===== src/rtl/core/irbe_pkg.sv =====
// ----------------------------------------------------------------------------
// IR bearing estimator package
// Shared types, constants, the bearing table and small helper functions.
// ----------------------------------------------------------------------------
package irbe_pkg;

    localparam int SENSOR_COUNT = 6;
    localparam int CFG_ADDR_W   = 4;

    typedef logic signed [8:0] t_deg;
    typedef logic [2:0]        t_sensor;
    typedef logic [1:0]        t_reg_idx;

    localparam t_sensor    NONE_SENSOR  = 3'd7;
    localparam logic [5:0] FRONT_MASK   = 6'b100011;
    localparam logic [7:0] STABLE_MAX   = 8'hFF;
    localparam t_deg       BEARING_LOST = -9'sd1;

    // Register indexes, at byte address 4 * index.
    localparam t_reg_idx REG_ACTIVE_LEVEL     = 2'd0;
    localparam t_reg_idx REG_STABLE_THRESHOLD = 2'd1;
    localparam t_reg_idx REG_LOST_HOLD_MS     = 2'd2;
    localparam t_reg_idx REG_REPORT_INTERVAL  = 2'd3;

    localparam logic        RST_ACTIVE_LEVEL     = 1'b0;
    localparam logic [7:0]  RST_STABLE_THRESHOLD = 8'd2;
    localparam logic [15:0] RST_LOST_HOLD_MS     = 16'd120;
    localparam logic [15:0] RST_REPORT_INTERVAL  = 16'd150;

    // Rounded bearing, indexed by row * 9 + nx * 3 + ny, where row is
    // s1 + 2*s4, nx is s0 - s5 + 1 and ny is s2 - s3 + 1.
    localparam t_deg BEARING_TAB [36] = '{
        -9'sd141,  9'sd180,  9'sd141, -9'sd90,   9'sd0,   9'sd90,
        -9'sd39,   9'sd0,    9'sd39,
        -9'sd114,  9'sd105,  9'sd96,  -9'sd19,   9'sd30,  9'sd56,
        -9'sd9,    9'sd15,   9'sd35,
        -9'sd104, -9'sd128,  9'sd128, -9'sd60,  -9'sd30,  9'sd30,
        -9'sd35,  -9'sd13,   9'sd13,
        -9'sd51,   9'sd10,   9'sd58,  -9'sd24,   9'sd4,   9'sd30,
        -9'sd15,   9'sd2,    9'sd19
    };

    typedef struct packed {
        logic       act_any;
        t_sensor    main_idx;
        logic [2:0] total;
        t_deg       bearing;
    } t_merge;

    typedef struct packed {
        logic emit;
        logic lost;
        logic report;
    } t_track;

    typedef struct packed {
        t_deg       bearing_deg;
        logic       lost;
        t_sensor    main_sensor;
        logic [2:0] active_total;
        logic       report;
    } t_result;

    function automatic logic [2:0] popcount6(input logic [5:0] v);
        logic [2:0] c;
        c = '0;
        for (int k = 0; k < SENSOR_COUNT; k++) begin
            c = c + {2'b00, v[k]};
        end
        return c;
    endfunction

    function automatic t_deg bearing_of(input logic [5:0] act);
        logic [1:0] row;
        logic [1:0] nx;
        logic [1:0] ny;
        logic [5:0] idx;
        row = {act[4], act[1]};
        nx  = {act[0] & ~act[5], act[0] ~^ act[5]};
        ny  = {act[2] & ~act[3], act[2] ~^ act[3]};
        idx = ({4'd0, row} << 3) + {4'd0, row} + ({4'd0, nx} << 1) + {4'd0, nx}
            + {4'd0, ny};
        return BEARING_TAB[idx];
    endfunction

endpackage


===== src/rtl/core/irbe_in_if.sv =====
// ----------------------------------------------------------------------------
// IR bearing estimator sample channel
// Valid/ready channel that carries one sensor sample per beat.
// ----------------------------------------------------------------------------
interface irbe_in_if;
    logic        valid;
    logic        ready;
    logic [5:0]  sensor_levels;
    logic [31:0] now_ms;

    modport source (output valid, output sensor_levels, output now_ms, input ready);
    modport sink   (input valid, input sensor_levels, input now_ms, output ready);
endinterface


===== src/rtl/core/irbe_out_if.sv =====
// ----------------------------------------------------------------------------
// IR bearing estimator result channel
// Valid/ready channel that carries one drive or lost result per beat.
// ----------------------------------------------------------------------------
interface irbe_out_if;
    logic              valid;
    logic              ready;
    logic signed [8:0] bearing_deg;
    logic              lost;
    logic [2:0]        main_sensor;
    logic [2:0]        active_total;
    logic              report;

    modport source (output valid, output bearing_deg, output lost, output main_sensor,
                    output active_total, output report, input ready);
    modport sink   (input valid, input bearing_deg, input lost, input main_sensor,
                    input active_total, input report, output ready);
endinterface


===== src/rtl/core/ir_bearing_estimator_debounced_unit.sv =====
// ----------------------------------------------------------------------------
// IR bearing estimator with direction debouncing
// Six sensor lanes, a merge stage, a tracking stage and an output register.
// ----------------------------------------------------------------------------
//  Channel   Direction  Handshake            Beat contents
//  i_sample  in         valid/ready          sensor_levels, now_ms
//  o_result  out        valid/ready          bearing_deg, lost, main_sensor,
//                                            active_total, report
//  APB       in/out     psel/penable/pready  4 registers at 4*index
//
//  One sample per cycle sustained while the output is not stalled; each result is
//  registered in stage 1 and then in the output register. Stage 1 registers the
//  merged lane data; the tracker updates its state as the item leaves stage 1.
//  A stalled output holds its beat while stage 1 still takes one more sample;
//  samples that give no result drain even while the output is full.
//  Synchronous active-low reset clears control and tracking state; no clear pass.
// ----------------------------------------------------------------------------
module ir_bearing_estimator_debounced_unit (
    input  logic                            i_clk,
    input  logic                            i_rst_n,
    irbe_in_if.sink                         i_sample,
    irbe_out_if.source                      o_result,
    input  logic                            psel,
    input  logic                            penable,
    input  logic                            pwrite,
    input  logic [irbe_pkg::CFG_ADDR_W-1:0] paddr,
    input  logic [31:0]                     pwdata,
    output logic [31:0]                     prdata,
    output logic                            pready
);
    import irbe_pkg::*;

    // Configuration registers.
    logic        r_active_level;
    logic [7:0]  r_stable_threshold;
    logic [15:0] r_lost_hold_ms;
    logic [15:0] r_report_interval_ms;
    t_reg_idx    reg_idx;
    logic        cfg_wr;

    assign pready  = 1'b1;
    assign reg_idx = paddr[3:2];
    assign cfg_wr  = psel && penable && pwrite;

    always_ff @(posedge i_clk) begin
        if (!i_rst_n) begin
            r_active_level       <= RST_ACTIVE_LEVEL;
            r_stable_threshold   <= RST_STABLE_THRESHOLD;
            r_lost_hold_ms       <= RST_LOST_HOLD_MS;
            r_report_interval_ms <= RST_REPORT_INTERVAL;
        end else if (cfg_wr) begin
            case (reg_idx)
                REG_ACTIVE_LEVEL:     r_active_level       <= pwdata[0];
                REG_STABLE_THRESHOLD: r_stable_threshold   <= pwdata[7:0];
                REG_LOST_HOLD_MS:     r_lost_hold_ms       <= pwdata[15:0];
                REG_REPORT_INTERVAL:  r_report_interval_ms <= pwdata[15:0];
                default: ;
            endcase
        end
    end

    always_comb begin
        case (reg_idx)
            REG_ACTIVE_LEVEL:     prdata = {31'd0, r_active_level};
            REG_STABLE_THRESHOLD: prdata = {24'd0, r_stable_threshold};
            REG_LOST_HOLD_MS:     prdata = {16'd0, r_lost_hold_ms};
            REG_REPORT_INTERVAL:  prdata = {16'd0, r_report_interval_ms};
            default:              prdata = '0;
        endcase
    end

    // Sensor lanes.
    logic [5:0] lane_act;
    logic [5:0] lane_kept;
    logic [5:0] lane_main;
    t_merge     merged;

    for (genvar g = 0; g < SENSOR_COUNT; g++) begin : g_lane
        irbe_lane #(.LANE(g)) u_lane (
            .i_levels       (i_sample.sensor_levels),
            .i_active_level (r_active_level),
            .o_act          (lane_act[g]),
            .o_kept         (lane_kept[g]),
            .o_is_main      (lane_main[g])
        );
    end

    irbe_merge u_merge (
        .i_act     (lane_act),
        .i_kept    (lane_kept),
        .i_is_main (lane_main),
        .o_merge   (merged)
    );

    // Stage 1 register and output register.
    logic        r_s1_valid;
    t_merge      r_s1;
    logic [31:0] r_s1_now;
    logic        r_out_valid;
    t_result     r_out;
    t_track      track;
    logic        out_free;
    logic        s1_consume;
    logic        in_fire;

    assign out_free   = !r_out_valid || o_result.ready;
    assign s1_consume = r_s1_valid && (!track.emit || out_free);
    assign i_sample.ready = !r_s1_valid || s1_consume;
    assign in_fire    = i_sample.valid && i_sample.ready;

    irbe_track u_track (
        .i_clk                (i_clk),
        .i_rst_n              (i_rst_n),
        .i_fire               (s1_consume),
        .i_merge              (r_s1),
        .i_now                (r_s1_now),
        .i_stable_threshold   (r_stable_threshold),
        .i_lost_hold_ms       (r_lost_hold_ms),
        .i_report_interval_ms (r_report_interval_ms),
        .o_track              (track)
    );

    always_ff @(posedge i_clk) begin
        if (!i_rst_n) begin
            r_s1_valid <= 1'b0;
        end else if (in_fire) begin
            r_s1_valid <= 1'b1;
        end else if (s1_consume) begin
            r_s1_valid <= 1'b0;
        end
    end

    always_ff @(posedge i_clk) begin
        if (in_fire) begin
            r_s1     <= merged;
            r_s1_now <= i_sample.now_ms;
        end
    end

    always_ff @(posedge i_clk) begin
        if (!i_rst_n) begin
            r_out_valid <= 1'b0;
        end else if (s1_consume && track.emit) begin
            r_out_valid <= 1'b1;
        end else if (o_result.ready) begin
            r_out_valid <= 1'b0;
        end
    end

    always_ff @(posedge i_clk) begin
        if (s1_consume && track.emit) begin
            if (track.lost) begin
                r_out <= '{bearing_deg: BEARING_LOST, lost: 1'b1, main_sensor: '0,
                           active_total: '0, report: 1'b0};
            end else begin
                r_out <= '{bearing_deg: r_s1.bearing, lost: 1'b0,
                           main_sensor: r_s1.main_idx, active_total: r_s1.total,
                           report: track.report};
            end
        end
    end

    assign o_result.valid        = r_out_valid;
    assign o_result.bearing_deg  = r_out.bearing_deg;
    assign o_result.lost         = r_out.lost;
    assign o_result.main_sensor  = r_out.main_sensor;
    assign o_result.active_total = r_out.active_total;
    assign o_result.report       = r_out.report;

`ifndef ASSERT_OFF
    // A drive result always names a real sensor and a nonempty kept list.
    a_drive_fields: assert property (@(posedge i_clk) disable iff (!i_rst_n)
        (r_out_valid && !r_out.lost) |-> (r_out.active_total != 3'd0
            && r_out.main_sensor < 3'd6))
        else $error("drive result with empty sensor list");

    // A stage 1 item that was not consumed is still present next cycle.
    a_s1_hold: assert property (@(posedge i_clk) disable iff (!i_rst_n)
        (r_s1_valid && !s1_consume) |=> (r_s1_valid && $stable(r_s1_now)))
        else $error("stage 1 item lost while stalled");

    // An item with active sensors always has a nonzero kept count.
    a_s1_total: assert property (@(posedge i_clk) disable iff (!i_rst_n)
        (r_s1_valid && r_s1.act_any) |-> (r_s1.total != 3'd0))
        else $error("active sample with no kept sensors");
`endif

endmodule


===== src/rtl/core/irbe_lane.sv =====
// ----------------------------------------------------------------------------
// IR bearing estimator sensor lane
// Detection, front filtering and median rank test for one sensor.
// ----------------------------------------------------------------------------
module irbe_lane #(
    parameter int LANE = 0
) (
    input  logic [5:0] i_levels,
    input  logic       i_active_level,
    output logic       o_act,
    output logic       o_kept,
    output logic       o_is_main
);
    import irbe_pkg::*;

    localparam logic [5:0] LOW_MASK = 6'((1 << LANE) - 1);

    logic [5:0] act;
    logic [5:0] front;
    logic [5:0] kept;
    logic [2:0] n_kept;
    logic [2:0] rank;

    always_comb begin
        act   = i_active_level ? i_levels : ~i_levels;
        front = act & FRONT_MASK;
        // When any front sensor sees the source, the others drop out of the list.
        kept  = (|front) ? front : act;
        n_kept = popcount6(kept);
        rank   = popcount6(kept & LOW_MASK);
    end

    assign o_act     = act[LANE];
    assign o_kept    = kept[LANE];
    assign o_is_main = kept[LANE] && (rank == (n_kept >> 1));

endmodule


===== src/rtl/core/irbe_merge.sv =====
// ----------------------------------------------------------------------------
// IR bearing estimator lane merge
// Combines lane flags into main sensor, kept count and table bearing.
// ----------------------------------------------------------------------------
module irbe_merge (
    input  logic [5:0]       i_act,
    input  logic [5:0]       i_kept,
    input  logic [5:0]       i_is_main,
    output irbe_pkg::t_merge o_merge
);
    import irbe_pkg::*;

    t_sensor main_idx;

    always_comb begin
        main_idx = '0;
        for (int k = 0; k < SENSOR_COUNT; k++) begin
            if (i_is_main[k]) begin
                main_idx = main_idx | t_sensor'(k);
            end
        end
        o_merge.act_any  = |i_act;
        o_merge.main_idx = main_idx;
        o_merge.total    = popcount6(i_kept);
        o_merge.bearing  = bearing_of(i_act);
    end

endmodule


===== src/rtl/core/irbe_track.sv =====
// ----------------------------------------------------------------------------
// IR bearing estimator tracker
// Stability counter, report timing and lost detection state.
// ----------------------------------------------------------------------------
module irbe_track (
    input  logic             i_clk,
    input  logic             i_rst_n,
    input  logic             i_fire,
    input  irbe_pkg::t_merge i_merge,
    input  logic [31:0]      i_now,
    input  logic [7:0]       i_stable_threshold,
    input  logic [15:0]      i_lost_hold_ms,
    input  logic [15:0]      i_report_interval_ms,
    output irbe_pkg::t_track o_track
);
    import irbe_pkg::*;

    t_sensor     r_prev_main,    n_prev_main;
    t_sensor     r_stable_main,  n_stable_main;
    logic [7:0]  r_stable_count, n_stable_count;
    logic [31:0] r_last_report,  n_last_report;
    logic [31:0] r_last_signal,  n_last_signal;

    logic [31:0] dt_sig;
    logic [31:0] dt_rep;
    logic        lost_go;
    logic [7:0]  cnt_next;
    logic        drive;
    logic        rep;

    always_comb begin
        dt_sig  = i_now - r_last_signal;
        lost_go = dt_sig > {16'd0, i_lost_hold_ms};

        if (i_merge.main_idx != r_prev_main) begin
            cnt_next = 8'd1;
        end else if (r_stable_count == STABLE_MAX) begin
            cnt_next = r_stable_count;
        end else begin
            cnt_next = r_stable_count + 8'd1;
        end
        drive = cnt_next >= i_stable_threshold;

        dt_rep = i_now - r_last_report;
        rep    = (i_merge.main_idx != r_stable_main)
              || (dt_rep >= {16'd0, i_report_interval_ms});

        o_track.emit   = i_merge.act_any ? drive : lost_go;
        o_track.lost   = !i_merge.act_any;
        o_track.report = i_merge.act_any & rep;

        n_prev_main    = r_prev_main;
        n_stable_main  = r_stable_main;
        n_stable_count = r_stable_count;
        n_last_report  = r_last_report;
        n_last_signal  = r_last_signal;

        if (i_fire) begin
            if (!i_merge.act_any) begin
                if (lost_go) begin
                    n_prev_main    = NONE_SENSOR;
                    n_stable_main  = NONE_SENSOR;
                    n_stable_count = '0;
                end
            end else begin
                n_last_signal  = i_now;
                n_stable_count = cnt_next;
                n_prev_main    = i_merge.main_idx;
                if (drive) begin
                    n_stable_main = i_merge.main_idx;
                    if (rep) begin
                        n_last_report = i_now;
                    end
                end
            end
        end
    end

    always_ff @(posedge i_clk) begin
        if (!i_rst_n) begin
            r_prev_main    <= NONE_SENSOR;
            r_stable_main  <= NONE_SENSOR;
            r_stable_count <= '0;
            r_last_report  <= '0;
            r_last_signal  <= '0;
        end else begin
            r_prev_main    <= n_prev_main;
            r_stable_main  <= n_stable_main;
            r_stable_count <= n_stable_count;
            r_last_report  <= n_last_report;
            r_last_signal  <= n_last_signal;
        end
    end

`ifndef ASSERT_OFF
    // A cleared count and an empty previous sensor always go together.
    a_count_vs_prev: assert property (@(posedge i_clk) disable iff (!i_rst_n)
        (r_prev_main == NONE_SENSOR) == (r_stable_count == 8'd0))
        else $error("stable count and previous main sensor disagree");

    // A drive result can only be issued once the counter is nonzero.
    a_drive_counted: assert property (@(posedge i_clk) disable iff (!i_rst_n)
        (i_fire && o_track.emit && !o_track.lost) |=> (r_stable_count != 8'd0))
        else $error("drive result issued without a counted sensor");
`endif

endmodule


===== src/flat_wrapper.sv =====
// flat-port wrapper written by rule: the top's interface ports become plain ports
module ir_bearing_estimator_debounced_unit_flat import irbe_pkg::*;
  (i_clk, i_rst_n, psel, penable, pwrite, paddr, pwdata, prdata, pready, i_sample_valid, i_sample_sensor_levels, i_sample_now_ms, i_sample_ready, o_result_valid, o_result_bearing_deg, o_result_lost, o_result_main_sensor, o_result_active_total, o_result_report, o_result_ready);
  irbe_in_if i_sample_i ();
  irbe_out_if o_result_i ();
  input  logic i_clk;
  input  logic i_rst_n;
  input  logic psel;
  input  logic penable;
  input  logic pwrite;
  input  logic [irbe_pkg::CFG_ADDR_W-1:0] paddr;
  input  logic [31:0] pwdata;
  output logic [31:0] prdata;
  output logic pready;
  input wire logic [$bits(i_sample_i.valid)-1:0] i_sample_valid;
  input wire logic [$bits(i_sample_i.sensor_levels)-1:0] i_sample_sensor_levels;
  input wire logic [$bits(i_sample_i.now_ms)-1:0] i_sample_now_ms;
  output wire logic [$bits(i_sample_i.ready)-1:0] i_sample_ready;
  output wire logic [$bits(o_result_i.valid)-1:0] o_result_valid;
  output wire logic [$bits(o_result_i.bearing_deg)-1:0] o_result_bearing_deg;
  output wire logic [$bits(o_result_i.lost)-1:0] o_result_lost;
  output wire logic [$bits(o_result_i.main_sensor)-1:0] o_result_main_sensor;
  output wire logic [$bits(o_result_i.active_total)-1:0] o_result_active_total;
  output wire logic [$bits(o_result_i.report)-1:0] o_result_report;
  input wire logic [$bits(o_result_i.ready)-1:0] o_result_ready;
  assign i_sample_i.valid = i_sample_valid;
  assign i_sample_i.sensor_levels = i_sample_sensor_levels;
  assign i_sample_i.now_ms = i_sample_now_ms;
  assign i_sample_ready = i_sample_i.ready;
  assign o_result_valid = o_result_i.valid;
  assign o_result_bearing_deg = o_result_i.bearing_deg;
  assign o_result_lost = o_result_i.lost;
  assign o_result_main_sensor = o_result_i.main_sensor;
  assign o_result_active_total = o_result_i.active_total;
  assign o_result_report = o_result_i.report;
  assign o_result_i.ready = o_result_ready;
  ir_bearing_estimator_debounced_unit u_core (.i_clk(i_clk), .i_rst_n(i_rst_n), .i_sample(i_sample_i), .o_result(o_result_i), .psel(psel), .penable(penable), .pwrite(pwrite), .paddr(paddr), .pwdata(pwdata), .prdata(prdata), .pready(pready));
endmodule

===== config.mk =====
export PLATFORM = sky130hd
export DESIGN_NAME = ir_bearing_estimator_debounced_unit_flat
export DESIGN_NICKNAME = d
export VERILOG_FILES = /design/src/rtl/core/irbe_pkg.sv /design/src/rtl/core/irbe_in_if.sv /design/src/rtl/core/irbe_out_if.sv /design/src/rtl/core/ir_bearing_estimator_debounced_unit.sv /design/src/rtl/core/irbe_lane.sv /design/src/rtl/core/irbe_merge.sv /design/src/rtl/core/irbe_track.sv /design/src/flat_wrapper.sv
export SDC_FILE = /design/constraint.sdc
export NUM_CORES = 1
export LEC_CHECK = 0
export ABC_AREA = 1
export BUFFER_PORTS_ARGS = -buffer_cell sky130_fd_sc_hd__buf_2
export CELL_PAD_IN_SITES_DETAIL_PLACEMENT = 0
export CELL_PAD_IN_SITES_GLOBAL_PLACEMENT = 1
export CORE_MARGIN = 8
export CORE_UTILIZATION = 35
export CTS_BUF_LIST = sky130_fd_sc_hd__clkbuf_16
export DETAILED_ROUTE_END_ITERATION = 10
export PLACE_DENSITY = 0.66
export SETUP_SLACK_MARGIN = 0.05
export SYNTH_ARGS = -nofsm -noshare
export SYNTH_HDL_FRONTEND = slang
export SYNTH_SLANG_ARGS = --single-unit

===== constraint.sdc =====
create_clock -name i_clk -period 13.8 [get_ports i_clk]
set_clock_uncertainty 0.05 [all_clocks]
set_input_delay 2.76 -clock i_clk [delete_from_list [all_inputs] [get_ports i_clk]]
set_output_delay 2.76 -clock i_clk [all_outputs]
set_load 0.01 [all_outputs]

# --- Yosys cells after proc, flatten, opt, wreduce, memory -nomap -nowiden ---
# Memory sizes are Yosys's and may differ from the RTL's. A register that Yosys moved wholly into a read port is not among the register bits.
# Cells that the tools add are included.
word_totals:
  ff_bits: 177
  mem_bits_ro: 576
  inputBits: 81
  output_inout_bits: 52
  word_cells: 112
  memories: 1
mem_list:
  columns: ["memory", "depth", "width", "rd", "rd_clocked_by_memory_dff", "wr", "line", "rtl"]
  rows:
  - ["(name not given)", 64, 9, 1, 1, 0, "irbe_pkg.sv:83", "return BEARING_TAB[idx];"]
classes:
  n_addsub: 12
  n_lt_le_gt_ge: 3
  n_eq_ne: 12
  mux: 21
  bitwise: 9
  reduce_logical: 32
op_table:
  columns: ["cell", "n"]
  rows:
  - ["32-bit one-hot mux with 4 select lines", 1]
  - ["32-bit subtractor", 2]
  - ["8-bit 2-to-1 mux", 5]
  - ["32-bit by 16-bit greater-or-equal comparator with 1-bit output", 1]
  - ["32-bit by 16-bit > comparator with 1-bit output", 1]
  - ["3-bit 2-to-1 mux", 5]
  - ["3-bit by 1-bit adder with 3-bit output", 4]
  - ["6-bit by 2-bit adder with 6-bit output", 2]
  - ["3-bit by 2-bit equality test with 1-bit output", 4]
  - ["2-bit AND reduction", 6]
  - ["1-bit logical AND", 10]
  - ["8-bit by 1-bit adder with 8-bit output, second input constant", 1]
  - ["8-bit equality test, second input constant", 1]
  - ["8-bit greater-or-equal comparator", 1]
  - ["6-bit NOT with 7-bit output", 1]
  - ["5-bit by 2-bit adder with 6-bit output", 1]
  - ["6-bit by 3-bit adder with 6-bit output", 1]
  - ["1-bit 2-to-1 mux", 6]
  - ["6-bit 2-to-1 mux", 1]
  - ["3-bit != test", 2]
  - ["6-bit NOT", 1]
  - ["2-bit nonzero test", 3]
  - ["6-bit OR reduction", 1]
  - ["5-bit 2-to-1 mux", 1]
  - ["other kinds (16)", 27]

# --- Depth between registers and ports, before layout ---
# Gate-level depths: netlist of run 1.
depth:
  ltp_word: 15
  ltp_mapped: 28
  mapped_depth_nobuf: 27

# --- Cells and area by module ---
# Synthesis of run 1 repeated with hierarchy kept, for this count alone.
hier_totals:
  cells_unflattened: 2579
  area_unflattened_um2: 16763.6
modules_own_cells:
  columns: ["mod", "instances", "cells_each", "area_per_inst_um2", "seq_area_each_um2"]
  rows:
  - ["irbe_track", 1, 1683, 9511.6, 1561.5]
  - ["ir_bearing_estimator_debounced_unit", 1, 414, 4275.4, 2812.7]
  - ["irbe_merge", 1, 244, 1363.8, 0.0]
  - ["irbe_lane (u_core.g_lane[4].u_lane)", 1, 39, 304.0, 0.0]
  - ["irbe_lane (u_core.g_lane[3].u_lane)", 1, 47, 284.0, 0.0]
  - ["irbe_lane (u_core.g_lane[5].u_lane)", 1, 43, 274.0, 0.0]
  - ["irbe_lane (u_core.g_lane[2].u_lane)", 1, 38, 271.5, 0.0]
  - ["irbe_lane (u_core.g_lane[1].u_lane)", 1, 38, 244.0, 0.0]
  - ["irbe_lane (u_core.g_lane[0].u_lane)", 1, 33, 235.2, 0.0]

# --- Worst setup path after synthesis of run 1 ---
# OpenSTA, ideal clock, no wires.
synth_timing:
  path_kind: "input to output"
  startpoint: "in paddr[3] in the netlist's numbering"
  endpoint: "out prdata[6]"
  t_arrival_ns: 3.526
  required_ns: 10.990
  setup_slack_ns: 7.464
  stages: 5
  path_buffers: 1
  path_cell_list: "inv_1 -> nor2_1 -> clkinv_1 -> clkbuf_1 -> o221ai_1"
synth_between:
  elab_chain_len: 2
  elab_cells_between_ends: 5
  cone_classes: "eq/ne: 3; mux: 1; reduce/logical: 1"
synth_lines:
  columns: ["item", "line", "rtl"]
  rows:
  - ["from (decl)", "flat_wrapper.sv:11", "input logic [irbe_pkg::CFG_ADDR_W-1:0] paddr;"]
  - ["2-bit equality test (tied with other cells)", "ir_bearing_estimator_debounced_unit.sv:63", "case (reg_idx)"]
  - ["32-bit one-hot mux with 4 select lines (*)", "ir_bearing_estimator_debounced_unit.sv:63", null]
  - ["to (decl)", "flat_wrapper.sv:13", "output logic [31:0] prdata;"]
# Every way passes the cells marked *; elsewhere a longest branch is shown, timed or not. The select of a mux whose other input is x is not followed.

# --- Worst setup path in the final report of run 1 ---
layout_timing:
  startpoint: "reg u_core.r_s1_now[12]"
  endpoint: "out i_sample_ready"
layout_between:
  elab_chain_len: 7
layout_lines:
  columns: ["item", "line", "rtl"]
  rows:
  - ["from (decl)", "ir_bearing_estimator_debounced_unit.sv:98", "logic [31:0] r_s1_now;"]
  - ["from (signal assigned)", "ir_bearing_estimator_debounced_unit.sv:136", "r_s1_now <= i_sample.now_ms;"]
  - ["32-bit subtractor", "irbe_track.sv:32", "dt_sig = i_now - r_last_signal;"]
  - ["32-bit by 16-bit > comparator with 1-bit output", "irbe_track.sv:33", "lost_go = dt_sig > {16'd0, i_lost_hold_ms};"]
  - ["1-bit 2-to-1 mux", "irbe_track.sv:48", "o_track.emit = i_merge.act_any ? drive : lost_go;"]
  - ["1-bit zero test", "ir_bearing_estimator_debounced_unit.sv:107", "assign s1_consume = r_s1_valid && (!track.emit || out_free);"]
  - ["1-bit logical OR", "ir_bearing_estimator_debounced_unit.sv:107", null]
  - ["1-bit logical AND", "ir_bearing_estimator_debounced_unit.sv:107", null]
  - ["1-bit logical OR", "ir_bearing_estimator_debounced_unit.sv:108", "assign i_sample.ready = !r_s1_valid || s1_consume;"]
  - ["to (decl)", "flat_wrapper.sv:18", "output wire logic [$bits(i_sample_i.ready)-1:0] i_sample_ready;"]
# Every way passes these cells.

==> run metrics, run 1 <==
crit path cell chain ha_1 > nand2_1 > nor2_1 > and2_1 > nand2_1 > nand2_1 > xor2_1 > ha_1 > a21oi_1 > o21ai_0 > a21oi_1 > nand2_1 > nand2_1 > nand3_1 > nor2_1 > nand2_1 > nor2_1 > nand2_1 > nand3_1 > buf_2; first-pass GRT wire length between 60 and 70 mm; Ports 133; CP Capture Type output port; I/O Buffers 97; post-layout minimum cycle time 7.25 ns; setup_tns 0 ns; vias about 13000; Final period util 0.525; post-CTS setup buffers 0; placer congestion estimate just under 0.9; pwr/cell area between 100 and 150 nW/um2; critical path class reg2out; final net count roughly 2400; main flop type after synthesis dfxtp_1; cell with the most instances after synthesis nand2_1; Hold Buf Count CTS 0; VDD IR max between 0.09 and 0.1 mV; CP Launch Type register; global route overflow 0; vias in the first global route roughly 12000; status complete, no violations; initial antenna violation count 0; CTS clock-pin slew for the worst setup and hold paths around 0.070 ns; Worst-Margin Slew approximately 0.77 ns; Yosys top cell by area dfxtp_1; post-layout util 0.392; die width around 220 um; layout cells sized above 1 0.0783; Initial Util 0.354; Finished Cell Area between 15000 and 20000 um2; CTS tree done; asr flop ratio synth 0; DPL Wire Length about 34 mm; routed len/inst about 16 um; router iterations before antenna repair 7; row count between 70 and 80; leakage approximately 7.6 nW; instance area at placement 15000 um2; CP peak stage delay 0.51 ns; RSZ-0062 raised after global routing false; Slew headroom 0.488; Fin. Hold Viols 0; most frequent CP cell nand2_1; clock root cell clkbuf_16; Vias per Instance approximately 4.8; Tot Pwr 0.00161 W; synthesized cell area between 10000 and 15000 um2; critical path's slowest cell edfxtp_1; CTS Buf Count 17; Avg Synthesized Cell Area 6.78 um2; clk sink count 186; Core Area 39700 um2; drt first-iter violations between 700 and 800; ANT nets after route 0; Area contributors post-synth dfxtp_1, nand2_1, edfxtp_1; Hold WC Path Type reg2reg; DR DRC count 0; final setup violation count 0; Synth Instances between 2000 and 2500; all-layer global routing usage 0.178; worst skew pair latency 0.46 ns; flops & latches, synth between 150 and 200; # diodes 0; Achievable Freq 0.138 GHz; Pins Over Slew Limit 0; H-tree levels 4; Syn. warnings 0; post-CTS resize count 0; Worst EP arrival approximately 4.4 ns; largest net degree at the start of global routing 50; Yosys cell types 47; final hold slack between 0.4 and 0.5 ns; Die Ht 216 um; critical path fanouts, max 4; MaxCap Viol Count 0; post-synth top area share 0.172; die area 46800 um2; synth cell count leaders nand2_1, inv_1, nor2_1; DRT Wirelength around 42 mm; CP required approximately 11 ns; CTS Buffer Depth 2; Post-synth EDFFs 65; Area Overhead vs Synth 10.9%; Seq/Total Area, Yosys 0.311
[cell families after synthesis]
kind of cell | synth area share
AO/OA/AOI/OAI | 0.132
XOR/XNOR | 0.0361
adder cells (fa/ha/maj) | 0.122
buffers and inverters | 0.123
flip-flops | 0.311
other | 0.000534
AND/OR/NAND/NOR | 0.275
[path summary, 6_finish.rpt]
path              slack, ns                          endpoint                             from  cells past startpoint
setup reg to reg       8.41  u_core.u_track.r_last_report[11]              u_core.r_s1_now[12]                     24
setup / recovery       6.55                    i_sample_ready              u_core.r_s1_now[12]                     20
hold reg to reg        0.41   u_core.u_track.r_last_signal[0]  u_core.u_track.r_last_signal[0]                      2
hold / removal         0.41   u_core.u_track.r_last_signal[0]  u_core.u_track.r_last_signal[0]                      2
[placed cells by master (no fill, tap or decap), drive strengths merged, types with 3 or more instances in the layout]
cell type	count
a21oi	160
ha	128
nor2	205
a21o	4
dfxtp	121
edfxtp	65
a31oi	8
o211ai	14
nand3b	5
o21bai	34
xor2	47
clkbuf	18
and2	6
xnor2	11
o221ai	7
or2	13
nand3	77
buf	105
nand2	553
nor3	21
clkinv	7
o21a	4
o22ai	8
fa	6
inv	372
o21ai	79
nor4	4
a211oi	5
bufinv	3
nand4	46
conb	17
[registers in the layout, summed over array words and instances, names as in the netlist, 9 cells and up]
signal,flops
u_core.o_result.bearing_deg,9
u_core.r_lost_hold_ms,16
u_core.r_report_interval_ms,16
u_core.r_s1,16
u_core.r_s1_now,32
u_core.u_track.r_last_report,32
u_core.u_track.r_last_signal,32
[cell type report]
type | count | area, um2
tap | 525 | 657
clock inverter | 14 | 166
sequential | 186 | 4370
fill | 4353 | 24100
inverter | 368 | 1380
timing repair buffer | 105 | 546
clock buffer | 18 | 450
multi-input combinational | 1467 | 8010
[per-layer routing]
layer	up-vias	GRT usage	part of all wire	wire (um)
met5	-	0	0	0
met1	5746	0.242	0.49	20500
met4	0	0.0471	0.015	647
met2	217	0.284	0.45	18800
met3	32	0.0357	0.045	1870
li1	6760	-	-	-
[metrics by stage]
stage / cells / setup slack [ns]
global route: 2683 / 6.18
detailed placement: 2651 / 6.91
finish: 2683 / 6.55
CTS: 2683 / 6.46
global placement: 2651 / 6.93
floorplan: 2088 / 7.46
[report_power, final]
part | switching, W | leakage, nW | internal [W]
clock network | 0.000232 | 0.315 | 0.000297
logic | 0.000294 | 5.63 | 0.000163
registers | 0.0000171 | 1.61 | 0.000604
[critical path, delay by kind of cell (launching register included)]
family | cells | cell delay (ns)
AND/OR/NAND/NOR | 13 | 1.87
flip-flops | 1 | 0.51
XOR/XNOR | 1 | 0.34
buffers and inverters | 1 | 0.17
AO/OA/AOI/OAI | 3 | 0.34
adder cells (fa/ha/maj) | 2 | 0.74
No activity file was read; power rests on OpenSTA's default activity.
==> inputs of run 2 (changes only) <==
--- a/config.mk
+++ b/config.mk
@@ -13,7 +13,7 @@
 export CORE_UTILIZATION = 35
 export CTS_BUF_LIST = sky130_fd_sc_hd__clkbuf_16
 export DETAILED_ROUTE_END_ITERATION = 10
-export PLACE_DENSITY = 0.66
+export PLACE_DENSITY = 0.68
 export SETUP_SLACK_MARGIN = 0.05
 export SYNTH_ARGS = -nofsm -noshare
 export SYNTH_HDL_FRONTEND = slang
==> constraint.sdc (replaced) <==
create_clock -name i_clk -period 6.21 [get_ports i_clk]
set_clock_uncertainty 0.05 [all_clocks]
set_input_delay 1.242 -clock i_clk [delete_from_list [all_inputs] [get_ports i_clk]]
set_output_delay 1.242 -clock i_clk [all_outputs]
set_load 0.01 [all_outputs]
==> run 2 against run 1 <==
Hold slack lost 0.0014 ns. Combinational power grew 120%. First-iteration DRC count grew 1.3%. Setup slack lost 6.0 ns. Die area is the same. Sequential cell count is the same. Final cell count is essentially flat. Sequential share of layout area grew 0.11 points. Clock power grew 98%. Wire length grew 0.96%. Total power grew 110%. Sequential power grew 120%.
==> run metrics, run 2 (same netlist as run 1, synthesis figures left out) <==
status complete, no violations; post-CTS setup buffers 0 (unchanged); vias 12900 (+0.89%); worst skew pair latency 0.45 ns (about the same); leakage 7.53 nW (-0.30%); initial antenna violation count 0 (unchanged); CP required 4.92 ns (-6.07 ns); CTS tree done; largest net degree at the start of global routing 52 (+4.0%); die width 216 um (unchanged); placer congestion estimate 0.911 (+3.5%); Hold Buf Count CTS 0 (unchanged); CTS Buffer Depth 2 (unchanged); final hold slack 0.405 ns (-0.00144 ns); final setup violation count 0 (unchanged); Worst-Margin Slew 0.798 ns (+0.0323 ns); Worst EP arrival 4.39 ns (-0.05 ns); post-CTS resize count 0 (unchanged); Hold WC Path Type reg2reg; post-layout minimum cycle time between 5 and 6 ns; H-tree levels 4 (unchanged); Slew headroom 0.468 (-0.0203); critical path fanouts, max 4 (unchanged); setup_tns 0 ns (unchanged); die area 46800 um2 (unchanged); vias in the first global route 12400 (-0.19%); ANT nets after route 0 (unchanged); drt first-iter violations 729 (+1.3%); Die Ht 216 um (unchanged); Vias per Instance 4.79 (+0.85%); CP Capture Type output port; Achievable Freq about 0.18 GHz; Top Registers u_core.r_s1_now (32), u_core.u_track.r_last_report (32), u_core.u_track.r_last_signal (32); global route overflow 0 (unchanged); RSZ-0062 raised after global routing false; layout cells sized above 1 0.0778 (-0.000499); all-layer global routing usage 0.179 (+0.000719); I/O Buffers 97 (unchanged); clk sink count 186 (unchanged); clock root cell clkbuf_16; critical path class reg2out; first-pass GRT wire length 66.8 mm (+0.25%); Initial Util 0.354 (unchanged); Core Area 39700 um2 (unchanged); Area Overhead vs Synth 10.4%; DRT Wirelength 42.2 mm (+0.96%); CTS clock-pin slew for the worst setup and hold paths 0.08 ns (about the same); pwr/cell area 222 nW/um2 (+120%); VDD IR max 0.197 mV (+110%); most frequent cells in the layout nand2_1, inv_1, nor2_1, a21oi_1, ha_1; DPL Wire Length 33.6 mm (-0.40%); # diodes 0 (unchanged); final net count 2361 (+0.042%); CTS Buf Count 17 (unchanged); DR DRC count 0 (unchanged); Pins Over Slew Limit 0 (unchanged); Final period util 0.915; MaxCap Viol Count 0 (unchanged); row count 73 (unchanged); commonest non-fill, non-tap cell in the layout nand2_1; router iterations before antenna repair 5 (-2); Ports 133 (unchanged); CP Launch Type register; Fin. Hold Viols 0 (unchanged); routed len/inst 15.7 um (+0.93%)
==> run 2: metal layers <==
metal / wire length (um) / up-vias / global-route usage
met4: 542 / 0 / 0.0385
li1: - / 6769 / -
met1: 20400 / 5848 / 0.240
met3: 1700 / 27 / 0.0325
met2: 19500 / 224 / 0.296
met5: 0 / - / 0
==> run 2: metrics by stage <==
step	cell area, um2	instances	worst slack (ns)	total power (W)	utilization
finish	15500	2684	0.526	0.00345	0.391
detailed placement	15000	2652	0.965	0.00243	0.377
global placement	15000	2652	0.985	0.00242	0.377
CTS	15500	2684	0.456	0.00350	0.391
global route	15500	2684	0.183	0.00370	0.391
floorplan	14100	2088	1.45	0.00215	-
==> run 2: final cells by class <==
type                            count  area (um2)
Tap cell                          525         657
Sequential cell                   186        4370
Timing Repair Buffer              106         566
Clock inverter                     15         110
Inverter                          368        1380
Clock buffer                       17         425
Multi-Input combinational cell   1467        8010
Fill cell                        4336       24200
==> run 2: where the power goes <==
group          internal, W  total, W  switching [W]
Clock             0.000547   0.00105       0.000502
Combinational     0.000363   0.00102       0.000661
Sequential         0.00134   0.00138      0.0000398
Total              0.00225   0.00345        0.00120
==> run 2: worst paths after layout <==
path	from	endpoint	slack, ns	cells after the start
min	u_core.u_track.r_last_signal[31]	u_core.u_track.r_last_signal[31]	0.40	2
min reg2reg	u_core.u_track.r_last_signal[31]	u_core.u_track.r_last_signal[31]	0.40	2
max reg2reg	u_core.r_s1_now[14]	u_core.u_track.r_last_report[1]	1.20	23
max	u_core.r_s1_now[14]	i_sample_ready	0.53	20
==> run 2: worst max-delay path, cell delays in order (launching register included) <==
cell and delay (ns):
edfxtp_1 0.50, ha_1 0.43, nand2_1 0.12, nor2_1 0.23, and2_1 0.18, nand2_1 0.06
nand2_1 0.15, xor2_1 0.31, ha_1 0.32, a21oi_1 0.15, o21ai_0 0.10, a21oi_1 0.13
nand2_1 0.07, nand2_1 0.11, nand3_1 0.12, nor2_1 0.14, nand2_1 0.06, nor2_1 0.09
nand2_1 0.25, nand3_1 0.25, buf_2 0.17
==> inputs of run 3 (changes only) <==
--- a/config.mk
+++ b/config.mk
@@ -9,7 +9,7 @@
 export BUFFER_PORTS_ARGS = -buffer_cell sky130_fd_sc_hd__buf_2
 export CELL_PAD_IN_SITES_DETAIL_PLACEMENT = 0
 export CELL_PAD_IN_SITES_GLOBAL_PLACEMENT = 1
-export CORE_MARGIN = 8
+export CORE_MARGIN = 3
 export CORE_UTILIZATION = 35
 export CTS_BUF_LIST = sky130_fd_sc_hd__clkbuf_16
 export DETAILED_ROUTE_END_ITERATION = 10
@@ -17,4 +17,5 @@
 export SETUP_SLACK_MARGIN = 0.05
 export SYNTH_ARGS = -nofsm -noshare
 export SYNTH_HDL_FRONTEND = slang
+export SYNTH_HIERARCHICAL = 1
 export SYNTH_SLANG_ARGS = --single-unit
==> run 3 against run 2 <==
Via count rose by 16%. Design area up 16%. Total power increased by 12%. Sequential share of layout area is 3.9 points lower. Core utilization decreased by 0.48 points. Maximum frequency decreased by 1.0%. Critical endpoint unchanged.
==> run metrics, run 3 <==
drt first-iter violations 824 (+13%); DR DRC count 0 (unchanged); Hold WC Path Type reg2reg; post-layout util 0.386 (-0.00475); CP required 4.92 ns (about the same); initial antenna violation count 0 (unchanged); Achievable Freq 0.174 GHz (-1.0%); CTS Buffer Depth 2 (unchanged); Final WS setup 0.467 ns (-0.0592 ns); most frequent cells in the layout nand2_1, inv_1, nor2_1, nand3_1, a21oi_1; Die Ht 224 um (+3.3%); Slew headroom 0.328 (-0.139); post-CTS resize count 0 (unchanged); FF/Latch Area 4380 um2 (about the same); vias 15000 (+16%); vias in the first global route 14000 (+13%); synthesized cell area 16600 um2 (+18%); routed len/inst 14.1 um (-10%); CTS clock-pin slew for the worst setup and hold paths 0.09 ns (about the same); FF-to-FF End u_core/u_track/r_last_report[3]; Worst EP arrival 4.45 ns (+0.06 ns); RSZ-0062 raised after global routing false; Initial Util 0.355 (+0.00130); Multi-input gate area 9740 um2 (+22%); critical path class reg2out; Area Overhead vs Synth 8.71%; I/O Buffers 97 (unchanged); CP Capture Type output port; # diodes 0 (unchanged); Ports 133 (unchanged); first-pass GRT wire length 72.8 mm (+9.0%); CTS Buf Count 17 (unchanged); die width 224 um (+3.3%); hold depth 2 (unchanged); final setup violation count 0 (unchanged); Top Registers u_core/r_s1_now (32), u_core/u_track/r_last_report (32), u_core/u_track/r_last_signal (32); MaxCap Viol Count 0 (unchanged); largest net degree at the start of global routing 65 (+25%); commonest non-fill, non-tap cell in the layout nand2_1; setup_tns 0 ns (unchanged); critical path fanouts, max 8 (+4); hold endpoint u_core/u_track/r_last_signal[30]; Synth Instances 2550 (+23%); Final period util 0.925 (+0.00954); leakage 9.49 nW (+26%); Placed Cells 3200 (+21%); pwr/cell area 215 nW/um2 (-3.3%); CTS tree done; placer congestion estimate 0.849 (-6.8%); Syn. warnings 6 (+6); R2R Setup Slk 0.78 ns (-0.42 ns); router iterations before antenna repair 5 (unchanged); status complete, no violations; worst skew pair latency 0.50 ns (+0.05 ns); layout cells sized above 1 0.104 (+0.0266); clk sink count 186 (unchanged); Vias per Instance 4.64 (-3.3%); all-layer global routing usage 0.184 (+0.00543); Avg Synthesized Cell Area 6.50 um2 (-4.2%); DPL Wire Length 36.2 mm (+7.6%); CP Launch Type register; hold path start u_core/u_track/r_last_signal[30]; Tot Pwr 0.00388 W (+12%); VDD IR max 0.197 mV (about the same); Worst-Margin Slew 1.01 ns (+0.209 ns); post-layout minimum cycle time 5.74 ns (+0.0592 ns); ANT nets after route 0 (unchanged); Hold Buf Count CTS 0 (unchanged); Core Area 46700 um2 (+17%); final net count 2846 (+21%); r2r startpoint u_core/r_s1_now[2]; Layout fillers 5148 (+19%); Fin. Hold Viols 0 (unchanged); row count 79 (+8.2%); Post-Place Worst Slack 0.805 ns (-0.160 ns); Worst Reg-to-Reg Cells 32 (+39%); global route overflow 0 (unchanged); die area 50000 um2 (+6.7%); Pins Over Slew Limit 0 (unchanged); post-CTS setup buffers 0 (unchanged); H-tree levels 4 (unchanged); clock root cell clkbuf_16; Post-Layout Cell Count 3232 (+20%); DRT Wirelength 45.7 mm (+8.4%)
## run 3: area by class of cell
class,count,share of cell area
clock buffers,18,0.0250
clock inverters,14,0.0105
inverters,507,0.106
multi-input cells,1794,0.541
flip-flops and latches,186,0.243
well taps,607,0.0422
repair buffers,106,0.0322
## run 3: through the flow
| stage | hold slack (ns) | area, um2 |
|---|---|---|
| after floorplan | 0.383 | 16600 |
| after global placement | 0.397 | 17400 |
| after detailed placement | 0.404 | 17400 |
| after CTS | 0.416 | 18000 |
| after global routing | 0.425 | 18000 |
| final | 0.411 | 18000 |
## run 3: metal layers
metal  wire, um  vias to the layer above  track usage
met3       1670                       40       0.0288
met4        927                        0       0.0574
met1      21300                     6804        0.237
met2      21800                      222        0.318
met5          0                        -            0
li1           -                     7921            -
## run 3: how the worst max path moves through the flow
| stage | end | cells past startpoint | slack (ns) | startpoint |
|---|---|---|---|---|
| global route | i_sample_ready | 18 | 0.14 | u_core/u_track/r_stable_count[0] |
| global placement | u_core/u_track/r_last_report[0] | 29 | 0.80 | u_core/r_s1_now[6] |
| detailed placement | u_core/u_track/r_last_report[2] | 32 | 0.80 | u_core/r_s1_now[2] |
| CTS | i_sample_ready | 18 | 0.45 | u_core/u_track/r_stable_count[0] |
| finish | i_sample_ready | 18 | 0.47 | u_core/u_track/r_stable_count[0] |
| floorplan | u_core/u_track/r_last_report[27] | 27 | 1.87 | u_core/u_track/r_stable_count[0] |
## run 3: critical path, cell delays in order, from the launching register on
cell,delay (ns)
dfxtp_1,0.43
ha_1,0.19
nand2_1,0.09
nor3b_1,0.27
nand2_1,0.11
nor2_1,0.40
nor2_1,0.11
a21o_1,0.18
o311a_1,0.12
ha_1,0.28
nand2_1,0.05
nor2_1,0.13
nand4_1,0.10
o2111ai_1,0.19
or2_2,0.23
a21boi_0,0.50
buf_4,0.24
nand4_1,0.15
buf_2,0.18
## run 3: power by group
part           internal (W)  total, W  switching (W)
combinational      0.000455   0.00127       0.000818
sequential          0.00134   0.00139      0.0000461
clock              0.000609   0.00121       0.000604
total               0.00241   0.00388        0.00147
